$ cat src/rtl/b64x_pkg.sv
// ----------------------------------------------------------------------------
// b64x_pkg
// Shared types, constants and the keyed alphabet for the Base64 line encoder.
// ----------------------------------------------------------------------------
package b64x_pkg;

    localparam int unsigned LINE_CHARS_DEFAULT = 76;

    localparam logic [7:0] XOR_KEY_RESET        = 8'd250;
    localparam logic       NEWLINE_ENABLE_RESET = 1'b1;

    localparam logic [7:0] PAD_CHAR     = 8'd61;
    localparam logic [7:0] NEWLINE_CHAR = 8'd10;

    // configuration register indexes
    localparam int unsigned CFG_IDX_W = 1;
    typedef enum logic [CFG_IDX_W-1:0] {
        REG_XOR_KEY        = 1'b0,
        REG_NEWLINE_ENABLE = 1'b1
    } cfg_reg_t;

    typedef struct packed {
        logic [7:0] data_byte;
        logic       last_byte;
    } in_item_t;

    typedef struct packed {
        logic [7:0] out_char;
        logic       out_last;
    } out_item_t;

    // one byte's worth of characters, handed from the encoder core
    typedef struct packed {
        logic [3:0][7:0] chars;
        logic [2:0]      count;
        logic            last;
    } group_t;

    // map a sextet to the standard alphabet and apply the key
    function automatic logic [7:0] keyed_char(input logic [5:0] sextet, input logic [7:0] key);
        logic [7:0] c;
        if (sextet < 6'd26)
            c = 8'd65 + {2'b00, sextet};
        else if (sextet < 6'd52)
            c = 8'd71 + {2'b00, sextet};
        else if (sextet < 6'd62)
            c = {2'b00, sextet} - 8'd4;
        else if (sextet == 6'd62)
            c = 8'd43;
        else
            c = 8'd47;
        return c ^ key;
    endfunction

endpackage

$ cat src/rtl/b64x_core.sv
// ----------------------------------------------------------------------------
// b64x_core
// Byte phase, leftover bits and line group count; builds the characters
// that one byte produces.
// ----------------------------------------------------------------------------
module b64x_core #(
    parameter int unsigned LINE_CHARS = b64x_pkg::LINE_CHARS_DEFAULT
) (
    input  logic               clk,
    input  logic               rst_n,
    input  logic               load,
    input  b64x_pkg::in_item_t item,
    input  logic [7:0]         xor_key,
    input  logic               newline_enable,
    output b64x_pkg::group_t   group
);

    // groups until the character count is a multiple of LINE_CHARS
    localparam int unsigned WRAP_GROUPS = (LINE_CHARS % 4 == 0) ? LINE_CHARS / 4 :
                                          (LINE_CHARS % 2 == 0) ? LINE_CHARS / 2 :
                                          LINE_CHARS;
    localparam int unsigned GRP_W = $clog2(WRAP_GROUPS + 1);

    localparam logic [1:0] PHASE_0 = 2'd0;
    localparam logic [1:0] PHASE_1 = 2'd1;
    localparam logic [1:0] PHASE_2 = 2'd2;

    logic [1:0]       phase_reg,  phase_next;
    logic [3:0]       carry_reg,  carry_next;
    logic [GRP_W-1:0] groups_reg, groups_next;
    logic [GRP_W-1:0] groups_inc;
    logic [7:0]       b;

    assign b          = item.data_byte;
    assign groups_inc = groups_reg + GRP_W'(1);

    always_comb
    begin
        group.chars = '0;
        group.count = 3'd1;
        group.last  = item.last_byte;
        phase_next  = phase_reg;
        carry_next  = carry_reg;
        groups_next = groups_reg;
        unique case (phase_reg)
            PHASE_1:
            begin
                group.chars[0] = b64x_pkg::keyed_char({carry_reg[1:0], b[7:4]}, xor_key);
                phase_next     = PHASE_2;
                carry_next     = b[3:0];
                if (item.last_byte)
                begin
                    group.chars[1] = b64x_pkg::keyed_char({b[3:0], 2'b00}, xor_key);
                    group.chars[2] = b64x_pkg::PAD_CHAR;
                    group.count    = 3'd3;
                end
            end
            PHASE_2:
            begin
                group.chars[0] = b64x_pkg::keyed_char({carry_reg, b[7:6]}, xor_key);
                group.chars[1] = b64x_pkg::keyed_char(b[5:0], xor_key);
                group.count    = 3'd2;
                phase_next     = PHASE_0;
                carry_next     = 4'd0;
                groups_next    = groups_inc;
                if (groups_inc == GRP_W'(WRAP_GROUPS))
                begin
                    groups_next = '0;
                    if (newline_enable)
                    begin
                        group.chars[2] = b64x_pkg::NEWLINE_CHAR;
                        group.count    = 3'd3;
                    end
                end
            end
            default:
            begin
                group.chars[0] = b64x_pkg::keyed_char(b[7:2], xor_key);
                phase_next     = PHASE_1;
                carry_next     = {2'b00, b[1:0]};
                if (item.last_byte)
                begin
                    group.chars[1] = b64x_pkg::keyed_char({b[1:0], 4'b0000}, xor_key);
                    group.chars[2] = b64x_pkg::PAD_CHAR;
                    group.chars[3] = b64x_pkg::PAD_CHAR;
                    group.count    = 3'd4;
                end
            end
        endcase
        // end of message: start the next one clean
        if (item.last_byte)
        begin
            phase_next  = PHASE_0;
            carry_next  = 4'd0;
            groups_next = '0;
        end
    end

    always_ff @(posedge clk or negedge rst_n)
    begin
        if (!rst_n)
        begin
            phase_reg  <= PHASE_0;
            carry_reg  <= 4'd0;
            groups_reg <= '0;
        end
        else if (load)
        begin
            phase_reg  <= phase_next;
            carry_reg  <= carry_next;
            groups_reg <= groups_next;
        end
    end

endmodule

$ cat src/rtl/base64_xor_line_encoder.sv
// ----------------------------------------------------------------------------
// base64_xor_line_encoder
// Streaming Base64 encoder with a keyed alphabet and optional line breaks.
// ----------------------------------------------------------------------------
// Usage:
//   src channel: one raw byte per transfer (data_byte, last_byte), valid/stall.
//   dst channel: one character per transfer (out_char, out_last), valid/stall.
//   Each byte yields one to four characters: one alphabet character normally,
//   two when it closes a three-byte group (three if a newline follows), and
//   three or four when last_byte flushes a padded partial group. out_last
//   marks the final character of the message.
//   The characters of a byte pass from the hold register into the group
//   buffer before they are offered on dst.
//   The output side moves one character per cycle while dst does not
//   stall; the group buffer drain is the limit. A new byte is taken in the
//   cycle the buffer hands over its final character, so bytes making one
//   character stream at one per cycle while dst does not stall.
//   Stall on dst holds the current character; src stalls once the hold
//   register is full and the group buffer cannot take it.
//   Reset clears the phase, leftover bits and group count, empties both
//   registers, and loads xor_key = 250 and newline_enable = 1.
//   Configuration writes (cfg_we, cfg_idx, cfg_wdata) take effect at once
//   and are meant to happen only while the encoder is idle.
// ----------------------------------------------------------------------------
module base64_xor_line_encoder #(
    parameter int unsigned LINE_CHARS = b64x_pkg::LINE_CHARS_DEFAULT
) (
    input  logic                           clk,
    input  logic                           rst_n,
    input  logic                           src_valid,
    output logic                           src_stall,
    input  b64x_pkg::in_item_t             src_data,
    output logic                           dst_valid,
    input  logic                           dst_stall,
    output b64x_pkg::out_item_t            dst_data,
    input  logic                           cfg_we,
    input  logic [b64x_pkg::CFG_IDX_W-1:0] cfg_idx,
    input  logic [7:0]                     cfg_wdata
);

    // configuration
    logic [7:0] xor_key_reg;
    logic       nl_en_reg;

    always_ff @(posedge clk or negedge rst_n)
    begin
        if (!rst_n)
        begin
            xor_key_reg <= b64x_pkg::XOR_KEY_RESET;
            nl_en_reg   <= b64x_pkg::NEWLINE_ENABLE_RESET;
        end
        else if (cfg_we)
        begin
            unique case (b64x_pkg::cfg_reg_t'(cfg_idx))
                b64x_pkg::REG_XOR_KEY:        xor_key_reg <= cfg_wdata;
                b64x_pkg::REG_NEWLINE_ENABLE: nl_en_reg   <= cfg_wdata[0];
            endcase
        end
    end

    // input hold register
    logic               hold_valid_reg;
    b64x_pkg::in_item_t hold_item_reg;

    // group buffer: characters of one byte, drained one per cycle unless dst stalls
    logic [3:0][7:0] buf_chars_reg;
    logic [2:0]      buf_cnt_reg;
    logic [1:0]      buf_idx_reg;
    logic            buf_last_reg;

    b64x_pkg::group_t group;

    logic take;
    logic buf_free;
    logic load;
    logic accept;

    assign dst_valid = (buf_cnt_reg != 3'd0);
    assign take      = dst_valid && !dst_stall;
    // buffer is free when empty or handing over its final character now
    assign buf_free  = !dst_valid || (take && buf_cnt_reg == 3'd1);
    assign load      = hold_valid_reg && buf_free;
    assign src_stall = hold_valid_reg && !buf_free;
    assign accept    = src_valid && !src_stall;

    assign dst_data.out_char = buf_chars_reg[buf_idx_reg];
    assign dst_data.out_last = buf_last_reg && (buf_cnt_reg == 3'd1);

    b64x_core #(
        .LINE_CHARS(LINE_CHARS)
    ) u_core (
        .clk           (clk),
        .rst_n         (rst_n),
        .load          (load),
        .item          (hold_item_reg),
        .xor_key       (xor_key_reg),
        .newline_enable(nl_en_reg),
        .group         (group)
    );

    // hold register: fill on transfer, drain on load
    always_ff @(posedge clk or negedge rst_n)
    begin
        if (!rst_n)
        begin
            hold_valid_reg <= 1'b0;
        end
        else
        begin
            priority if (accept)
                hold_valid_reg <= 1'b1;
            else if (load)
                hold_valid_reg <= 1'b0;
            else
                hold_valid_reg <= hold_valid_reg;
        end
    end

    always_ff @(posedge clk)
    begin
        if (accept)
            hold_item_reg <= src_data;
    end

    // group buffer control: load a new group or advance past a taken char
    always_ff @(posedge clk or negedge rst_n)
    begin
        if (!rst_n)
        begin
            buf_cnt_reg <= 3'd0;
            buf_idx_reg <= 2'd0;
        end
        else
        begin
            priority if (load)
            begin
                buf_cnt_reg <= group.count;
                buf_idx_reg <= 2'd0;
            end
            else if (take)
            begin
                buf_cnt_reg <= buf_cnt_reg - 3'd1;
                buf_idx_reg <= buf_idx_reg + 2'd1;
            end
            else
            begin
                buf_cnt_reg <= buf_cnt_reg;
                buf_idx_reg <= buf_idx_reg;
            end
        end
    end

    always_ff @(posedge clk)
    begin
        if (load)
        begin
            buf_chars_reg <= group.chars;
            buf_last_reg  <= group.last;
        end
    end

endmodule

$ cat config.mk
export PLATFORM = sky130hd
export DESIGN_NAME = base64_xor_line_encoder
export DESIGN_NICKNAME = d
export VERILOG_FILES = /design/src/rtl/b64x_pkg.sv /design/src/rtl/b64x_core.sv /design/src/rtl/base64_xor_line_encoder.sv
export SDC_FILE = /design/constraint.sdc
export NUM_CORES = 1
export LEC_CHECK = 0
export ABC_AREA = 0
export BUFFER_PORTS_ARGS = -buffer_cell sky130_fd_sc_hd__clkbuf_2
export CAP_MARGIN = 20
export CORE_MARGIN = 1
export CORE_UTILIZATION = 45
export DETAILED_ROUTE_END_ITERATION = 8
export SLEW_MARGIN = 5
export SYNTH_ARGS = -nofsm -noshare
export SYNTH_HDL_FRONTEND = slang
export SYNTH_SLANG_ARGS = --single-unit
$ cat constraint.sdc
create_clock -name clk -period 2.95 [get_ports clk]
set_input_delay 0 -clock clk [delete_from_list [all_inputs] [get_ports clk]]
set_output_delay 0 -clock clk [all_outputs]
set_load 0.03 [all_outputs]
==> results.json, run 1 <==
{
  "status": "completed",
  "largest_reg_flops": 20,
  "die-area_um2": 10800,
  "cts_buffers": 5,
  "clock_latency_ns": 0.34,
  "layout_commonest_cell": "nand2_1",
  "synthToLayoutAreaGrowth_pct": 13.5,
  "synthFlopType": "edfxtp_1",
  "power_density_nw_per_um2": 990,
  "max_stage_delay_ns": 0.56,
  "setup-tns-final_ns": 0,
  "synth_edf_count": 30,
  "p_leak_nw": 2.14,
  "vias_per_cell": 5.91,
  "port_buffers": 33,
  "first_iter_violations": 323,
  "slowest_stage": "dfrtp_1",
  "clkSinkCount": 56,
  "crit_family": "flip-flops",
  "core_area_um2": 9910,
  "cts_root_buf": "clkbuf_8",
  "finClkSkew_ns": 0.0183,
  "n_fill_cell": 922,
  "cp-start-kind": "flop",
  "routedWlPerCell_um": 18.1,
  "rsz0062_at_grt": "false",
  "io_pins": 34,
  "maxCapViolations": 0,
  "num_vias": 4249,
  "antenna_found_initial": 0,
  "fin_crit_sh_pct": 91.1,
  "placed_cell_area_um2": 5010,
  "worstHoldPathType": "in2reg",
  "overflow": 0,
  "die_y_um": 104,
  "synth-async-reset-ratio_pct": 46.4,
  "finalCriticalPeriod_ns": 2.69,
  "cts_tree": "built",
  "maxSlewHeadroom_pct": 35.3,
  "maxSlewViolCount": 0,
  "ys_seq_area_share_pct": 33.3,
  "peakVddDrop_v": 0.000445,
  "crit_required_ns": 3.06,
  "insertedDiodeCount": 0,
  "final_design_area_no_fill_um2": 5310,
  "dr.pass1.iters": 5,
  "cts_resized": 0,
  "crit_path_cell_trace": "inv_1, ha_1, and3b_1, a21oi_2, mux2_2, a2111oi_0, mux2i_1, xor2_1",
  "path_buf_inv": 1,
  "syn_nets": 590,
  "initial_utilization_pct": 47.2,
  "clkTransAtPathRegs_ns": 0.12,
  "setup_viol": 0,
  "drive_gt1_share_pct": 16.9,
  "htree_num_levels": 2,
  "grt_pass1_wl_mm": 21.0,
  "place_hpwl_mm": 9.51,
  "yosysUniqueCellTypes": 75,
  "fin_nets": 636,
  "ys_seq_elements": 56,
  "die_w_um": 104,
  "grt.total_usage_pct": 24.6,
  "max_freq_mhz": 372,
  "tightest_slew_ns": 0.968,
  "clockBufferDepth": 2,
  "grt_max_degree": 35,
  "final_cell_mix": "49 x nand2_1, 35 x o21ai_0, 33 x a21oi_1, 33 x clkbuf_2, 30 x edfxtp_1",
  "gp_congestion": 0.955,
  "grt_pass1_vias": 3930,
  "wl_mm": 13.0,
  "endpoint_kind": "flop",
  "critPathKind": "reg2reg",
  "syn_area_um2": 4680,
  "hold_viol_final": 0,
  "row_count": 36,
  "syn-mean-instance-area_um2": 8.68,
  "final_antenna_net_count": 0,
  "drcViolationCount": 0,
  "netlist_instances": 539,
  "seqCellArea_um2": 1560,
  "yosys_warnings": 0,
  "cp.arrival_ns": 2.80,
  "crit_fanout": 10,
  "multiInputGateArea_um2": 2840
}
## path summary, 6_finish.rpt
kind                                startpoint                   to  slack (ns)  cells after the start
max in group asynchronous                rst_n       xor_key_reg[2]        2.25                      2
hold / removal                       dst_stall       buf_idx_reg[0]        0.07                      4
setup reg to reg           u_core.carry_reg[1]     buf_chars_reg[1]        0.26                      8
hold reg to reg                 hold_valid_reg       hold_valid_reg        0.54                      2
setup / recovery           u_core.carry_reg[1]     buf_chars_reg[1]        0.26                      8
min in group asynchronous                rst_n  u_core.carry_reg[0]        0.23                      2
## cell type report
class                      instances  area share [%]
inverter                          27            1.91
sequential                        56            29.4
tap                              133            3.13
clock inverter                     3           0.495
multi-input combinational        418            53.5
clock buffer                       5            1.30
timing repair buffer              77            10.3
## what timing repair did
action,4_1_cts,5_1_grt
buffers inserted,0,0
endpoints found under the hold margin,38,0
hold buffers,21,0
## synthesized netlist by cell type (all sizes together), types with 10 or more instances
cell	number	area share (%)
edfxtp	30	19
xnor2	17	3.2
clkbuf	23	1.8
nand3	28	3.0
nor2b	11	1.5
nand2	49	3.9
o211ai	10	1.6
dfrtp	19	10
inv	27	2.2
ha	28	7.5
mux2	12	2.9
mux2i	13	2.8
o21ai	51	5.5
a21oi	36	4.1
nor3	10	1.2
buf	15	2.0
xor2	11	2.1
nor2	23	2.0
## layer usage
layer  routed length [um]  global-route usage (%)  vias to the layer above
met5                    0                       0                        -
met3                  979                    4.64                       25
met4                  218                    6.43                        0
li1                     -                       -                     2072
met2                 5930                    39.2                      183
met1                 5900                    34.0                     1969
## worst reg2reg max path, delay by kind of cell (launching register included)
family	cells	cell delay (ns)
flip-flops	1	0.56
AO/OA/AOI/OAI	2	0.51
multiplexers	2	0.43
AND/OR/NAND/NOR	1	0.38
adder cells (fa/ha/maj)	1	0.25
buffers and inverters	1	0.18
XOR/XNOR	1	0.16
## per-stage QoR
stage               std cells  utilization (%)  hold slack, ns  power (W)  setup WS (ns)
floorplan                 539                -          -0.296    0.00386          0.443
global placement          690             50.5          0.0917    0.00471          0.315
detailed placement        690             50.5          0.0946    0.00474          0.338
CTS                       719             53.6          0.0622    0.00525          0.315
global route              719             53.6           0.111    0.00567         0.0568
finish                    719             53.6          0.0743    0.00526          0.263
## power by group
part           switching [W]  internal [W]  leakage, nW  total (W)
sequential          0.000306       0.00126        0.588    0.00157
combinational        0.00200       0.00121         1.50    0.00321
clock               0.000305      0.000176       0.0506   0.000482
## cell families (layout without fill, tap and decap cells)
group                      Yosys count  after routing  share of synthesized area [%]
xor gates and xnor gates            28             28                           5.24
buffers and inverters               65            112                           5.99
DFF                                 56             56                           33.3
adders and majority gates           28             28                           7.48
muxes                               26             26                           6.15
and+or+nand+nor                    171            171                           19.0
AOI/OAI and AO/OA                  165            165                           22.9
Note: power is estimated with default switching activity, not from simulation.
==> run 2, diff against run 1 <==
--- a/config.mk
+++ b/config.mk
@@ -8,9 +8,12 @@
 export ABC_AREA = 0
 export BUFFER_PORTS_ARGS = -buffer_cell sky130_fd_sc_hd__clkbuf_2
 export CAP_MARGIN = 20
+export CELL_PAD_IN_SITES_DETAIL_PLACEMENT = 0
+export CELL_PAD_IN_SITES_GLOBAL_PLACEMENT = 1
 export CORE_MARGIN = 1
-export CORE_UTILIZATION = 45
+export CORE_UTILIZATION = 47
 export DETAILED_ROUTE_END_ITERATION = 8
+export PLACE_DENSITY_LB_ADDON = 0.1
 export SLEW_MARGIN = 5
 export SYNTH_ARGS = -nofsm -noshare
 export SYNTH_HDL_FRONTEND = slang
==> constraint.sdc (replaced) <==
create_clock -name clk -period 2.95 [get_ports clk]
set_input_delay 0.1475 -clock clk [delete_from_list [all_inputs] [get_ports clk]]
set_output_delay 0.1475 -clock clk [all_outputs]
set_load 0.03 [all_outputs]
==> run 2 against run 1 <==
Net effect:
- the flow now finishes with violations (design-rule violations)
- count of clock-buffer cells in the layout unchanged
- sequential power about the same
- design area down 2.3%
- clock power down 1%
- setup slack better by 0.035 ns
- hold slack worse by 0.039 ns
- non-clock buffer count down 13
- global-route usage up 2.8 points
- critical path type unchanged
- critical endpoint is now buf_chars_reg[4]
==> results.json, run 2 (synthesis results as in run 1) <==
{
  "die-area_um2": 10400,
  "crit_required_ns": 3.06,
  "cp.arrival_ns": 2.76,
  "vias_per_cell": 6.03,
  "grt_pass1_wl_mm": 21.2,
  "cts_hold_buf": 11,
  "die_w_um": 102,
  "worstHoldPathType": "in2reg",
  "synthToLayoutAreaGrowth_pct": 10.9,
  "gp_congestion": 0.941,
  "maxSlewHeadroom_pct": 41.3,
  "violations": "design-rule violations",
  "setup_viol": 0,
  "critPathKind": "reg2reg",
  "drcViolationCount": 1,
  "p_leak_nw": 2.09,
  "p_int_w": 0.00264,
  "hold_viol_final": 0,
  "max_freq_mhz": 377,
  "dr.pass1.iters": 7,
  "status": "complete, but fails checks",
  "die_y_um": 102,
  "dp.cells": 687,
  "wl_mm": 13.5,
  "clkSinkCount": 56,
  "port_buffers": 33,
  "row_count": 36,
  "finClkSkew_ns": 0.0195,
  "clock_latency_ns": 0.35,
  "cp-start-kind": "flop",
  "place_hpwl_mm": 9.97,
  "initial_utilization_pct": 48.1,
  "num_vias": 4259,
  "rsz0062_at_grt": "false",
  "cts_tree": "built",
  "finalCriticalPeriod_ns": 2.65,
  "core_area_um2": 9730,
  "cts_buffers": 5,
  "clockBufferDepth": 2,
  "largest_reg_flops": 20,
  "p_clk_share_pct": 9.0,
  "endpoint_kind": "flop",
  "p_total_w": 0.00529,
  "peakVddDrop_v": 0.000460,
  "cts_resized": 0,
  "fin_cells": 706,
  "max_stage_delay_ns": 0.56,
  "power_switching_w": 0.00265,
  "power_frac_seq_pct": 29.9,
  "io_pins": 34,
  "cts_root_buf": "clkbuf_8",
  "maxCapViolations": 0,
  "preCtsSetupSlack_ns": 0.349,
  "overflow": 0,
  "grt_pass1_vias": 3963,
  "tightest_slew_ns": 0.879,
  "htree_num_levels": 2,
  "fin_crit_sh_pct": 89.9,
  "grt_max_degree": 35,
  "final_cell_mix": "49 x nand2_1, 35 x o21ai_0, 33 x a21oi_1, 33 x clkbuf_2, 30 x edfxtp_1",
  "post-cts-setup-buffer-count": 0,
  "grt.total_usage_pct": 27.4,
  "routedWlPerCell_um": 19.2,
  "insertedDiodeCount": 0,
  "clkTransAtPathRegs_ns": 0.12,
  "fin_nets": 623,
  "first_iter_violations": 329,
  "maxSlewViolCount": 0,
  "layout_commonest_cell": "nand2_1",
  "switching_share_pct": 50.1,
  "antenna_found_initial": 0,
  "drive_gt1_share_pct": 16.8,
  "power_density_nw_per_um2": 1020,
  "final_antenna_net_count": 0,
  "p_comb_share_pct": 61.1,
  "crit_path_cell_trace": "inv_2, ha_1, nand2b_1, o21ai_0, mux2_2, a31oi_1, o31ai_1, xnor2_1",
  "crit_fanout": 11,
  "setup-tns-final_ns": 0,
  "holdWs_ns": 0.0351,
  "setup_slack_ns": 0.298,
  "slowest_stage": "edfxtp_1"
}
run 2: final timing paths:
path / start / end / slack [ns] / depth (start not counted)
setup / recovery: hold_item_reg[5] / buf_chars_reg[4] / 0.30 / 8
hold / removal: cfg_wdata[6] / xor_key_reg[6] / 0.04 / 3
setup reg to reg: hold_item_reg[5] / buf_chars_reg[4] / 0.30 / 8
hold reg to reg: hold_valid_reg / hold_valid_reg / 0.54 / 2
max in group asynchronous: rst_n / xor_key_reg[2] / 2.11 / 2
min in group asynchronous: rst_n / u_core.carry_reg[1] / 0.37 / 2
run 2: per-layer routing:
metal / up-vias / GRT usage, % / part of all wire (%)
li1: 2042 / - / -
met1: 2029 / 37.2 / 46
met2: 168 / 44.6 / 46
met3: 20 / 4.14 / 5.5
met4: 0 / 8.92 / 1.9
met5: - / 0 / 0
run 2: area by class of cell:
cell class | instances | area, um^2
multi-input cells | 418 | 2840
fillers | 919 | 4540
clock buffers | 5 | 68.8
inverters | 27 | 101
repair buffers | 64 | 425
clock inverters | 3 | 26.3
well taps | 133 | 166
flip-flops and latches | 56 | 1560
run 2: power groups by stage:
| stage | registers, W | logic, W | clock network [W] |
|---|---|---|---|
| floorplan | 0.00141 | 0.00245 | 0 |
| global placement | 0.00158 | 0.00316 | 0 |
| detailed placement | 0.00160 | 0.00319 | 0 |
| CTS | 0.00158 | 0.00321 | 0.000499 |
| global route | 0.00163 | 0.00355 | 0.000520 |
| finish | 0.00158 | 0.00324 | 0.000477 |
run 2: worst max-delay path, delay by kind of cell, from the launching register on:
| family | cells | cell delay, ns |
|---|---|---|
| mux | 1 | 0.30 |
| buf+inv | 1 | 0.22 |
| fa+ha+maj | 1 | 0.27 |
| flops | 1 | 0.56 |
| simple gates | 1 | 0.36 |
| xor+xnor | 1 | 0.14 |
| compound gates | 3 | 0.58 |
run 2: metrics by stage:
step                cell area [um^2]  utilization (%)
CTS                             5190             53.3
finish                          5190             53.3
global placement                4980             51.2
detailed placement              4980             51.2
floorplan                       4680                -
global route                    5190             53.3
==> run 3, diff against run 2 <==
--- a/config.mk
+++ b/config.mk
@@ -10,6 +10,7 @@
 export CAP_MARGIN = 20
 export CELL_PAD_IN_SITES_DETAIL_PLACEMENT = 0
 export CELL_PAD_IN_SITES_GLOBAL_PLACEMENT = 1
+export CORE_ASPECT_RATIO = 1.5
 export CORE_MARGIN = 1
 export CORE_UTILIZATION = 47
 export DETAILED_ROUTE_END_ITERATION = 8
==> constraint.sdc (replaced) <==
create_clock -name clk -period 2.9 [get_ports clk]
set_input_delay 0.145 -clock clk [delete_from_list [all_inputs] [get_ports clk]]
set_output_delay 0.145 -clock clk [all_outputs]
set_load 0.03 [all_outputs]
==> run 3 against run 2 <==
Net effect:
- the flow finishes with violations (negative setup slack)
- hold slack worse by 0.015 ns
- combinational power up 4%
- design area up 1.4%
- count of clock-buffer cells in the layout grew 3
- clock skew is 0.016 ns lower
- final cell count shrank 1.8%
- first-iteration DRC count decreased by 15%
- die area barely moved
- critical path depth is the same
- clock power is 49% higher
- highest routed layer unchanged
==> results.json, run 3 (synthesis results as in run 1) <==
{
  "status": "complete, but fails checks",
  "violations": "negative setup slack",
  "post-route-util_pct": 54.3,
  "tightest_slew_ns": 0.714,
  "max_stage_delay_ns": 0.55,
  "final_cell_mix": "49 x nand2_1, 35 x o21ai_0, 35 x buf_4",
  "gp_congestion": 0.953,
  "dp.cells": 684,
  "p_leak_nw": 2.15,
  "initial_utilization_pct": 48.3,
  "slowest_stage": "a2111oi_0",
  "die_w_um": 83.5,
  "clkTransAtPathRegs_ns": 0.07,
  "grt_pass1_vias": 4154,
  "overflow": 0,
  "r2r_setup_slack_ns": -0.0001,
  "cp-start-kind": "flop",
  "hold_end": "hold_item_reg[8]",
  "setup_viol": 1,
  "die-area_um2": 10400,
  "cts_root_buf": "clkbuf_16",
  "clkSinkCount": 56,
  "holdPathStages": 1,
  "reg2regPathDepth": 8,
  "maxCapViolations": 0,
  "preCtsSetupSlack_ns": 0.0752,
  "max_freq_mhz": 345,
  "crit_fanout": 6,
  "final_antenna_net_count": 0,
  "row_count": 44,
  "htree_num_levels": 2,
  "maxSlewViolCount": 0,
  "vias_per_cell": 6.22,
  "drcViolationCount": 0,
  "antenna_found_initial": 0,
  "setup_slack_ns": -0.000123,
  "multiInputGateArea_um2": 2840,
  "routedWlPerCell_um": 19.8,
  "dr.pass1.iters": 5,
  "insertedDiodeCount": 0,
  "endpoint_kind": "flop",
  "num_vias": 4313,
  "rr_startpoint": "u_core.carry_reg[1]",
  "holdCritStartpoint": "src_data[8]",
  "clockBufferDepth": 2,
  "fin_crit_sh_pct": 100,
  "crit_family": "compound AO/OA/AOI/OAI gates",
  "cp.arrival_ns": 2.94,
  "grt.total_usage_pct": 26.8,
  "holdWs_ns": 0.0200,
  "grt_max_degree": 32,
  "fin_nets": 628,
  "n_fill_cell": 948,
  "synthToLayoutAreaGrowth_pct": 12.4,
  "crit_path_cell_trace": "inv_1, ha_1, and3b_1, a21oi_2, mux2_2, a2111oi_0, mux2i_1, xor2_1",
  "grt_pass1_wl_mm": 21.9,
  "peakVddDrop_v": 0.000736,
  "path_buf_inv": 1,
  "drive_gt1_share_pct": 19.0,
  "io_pins": 34,
  "largest_reg_flops": 20,
  "worstHoldPathType": "in2reg",
  "maxSlewHeadroom_pct": 52.4,
  "fin_cells": 693,
  "seqCellArea_um2": 1560,
  "p_total_w": 0.00567,
  "wl_mm": 13.7,
  "layout_commonest_cell": "nand2_1",
  "finalCriticalPeriod_ns": 2.90,
  "cts_tree": "built",
  "finClkSkew_ns": 0.00387,
  "core_area_um2": 9690,
  "port_buffers": 33,
  "crit_required_ns": 2.94,
  "power_density_nw_per_um2": 1080,
  "rsz0062_at_grt": "false",
  "r2r-end": "buf_chars_reg[1]",
  "place_hpwl_mm": 10.6,
  "first_iter_violations": 280,
  "critPathKind": "reg2reg",
  "die_y_um": 124,
  "cts_buffers": 5,
  "hold_viol_final": 0,
  "clock_latency_ns": 0.29
}
run 3: timing repair:
item / in CTS / in global routing
resized for setup: 0 / 0
setup buffers: 0 / 0
hold buffers: 1 / 0
endpoints found under the hold margin: 19 / 0
run 3: layout make-up:
| cell class | count | share of cell area [%] |
|---|---|---|
| tap | 115 | 2.73 |
| sequential | 56 | 29.6 |
| inverter | 27 | 1.93 |
| clock buffer | 8 | 3.40 |
| multi-input combinational | 418 | 54.0 |
| timing repair buffer | 69 | 8.32 |
run 3: worst max-delay path by stage:
stage                     slack [ns]                start                to  cells after the start
after detailed placement        0.08  u_core.carry_reg[1]  buf_chars_reg[1]                      8
final                        -0.0001  u_core.carry_reg[1]  buf_chars_reg[1]                      8
after global routing           0.002  u_core.carry_reg[1]  buf_chars_reg[1]                      8
after CTS                       0.05  u_core.carry_reg[1]  buf_chars_reg[1]                      8
after global placement          0.04  u_core.carry_reg[1]  buf_chars_reg[1]                      8
after floorplan                 0.39  u_core.carry_reg[0]  buf_chars_reg[1]                     10
run 3: metrics by stage:
stage,cell area (um^2),TNS (ns)
global placement,5070,0
floorplan,4680,0
global route,5260,0
detailed placement,5070,0
finish,5260,-0.000123
CTS,5260,0
run 3: routing by layer:
layer  share of wire (%)  global-route usage, %  routed length, um  vias to the layer above
met1                  39                   32.2               5370                     2031
li1                    -                      -                  -                     2052
met3                 4.7                   2.06                645                       37
met5                   0                      0                  0                        -
met2                  52                   48.1               7180                      193
met4                 3.9                   12.5                536                        0
run 3: where the power goes:
part | switching [W] | total, W | internal, W
clock | 0.000284 | 0.000711 | 0.000426
sequential | 0.000293 | 0.00158 | 0.00128
combinational | 0.00211 | 0.00338 | 0.00127
total | 0.00269 | 0.00567 | 0.00298
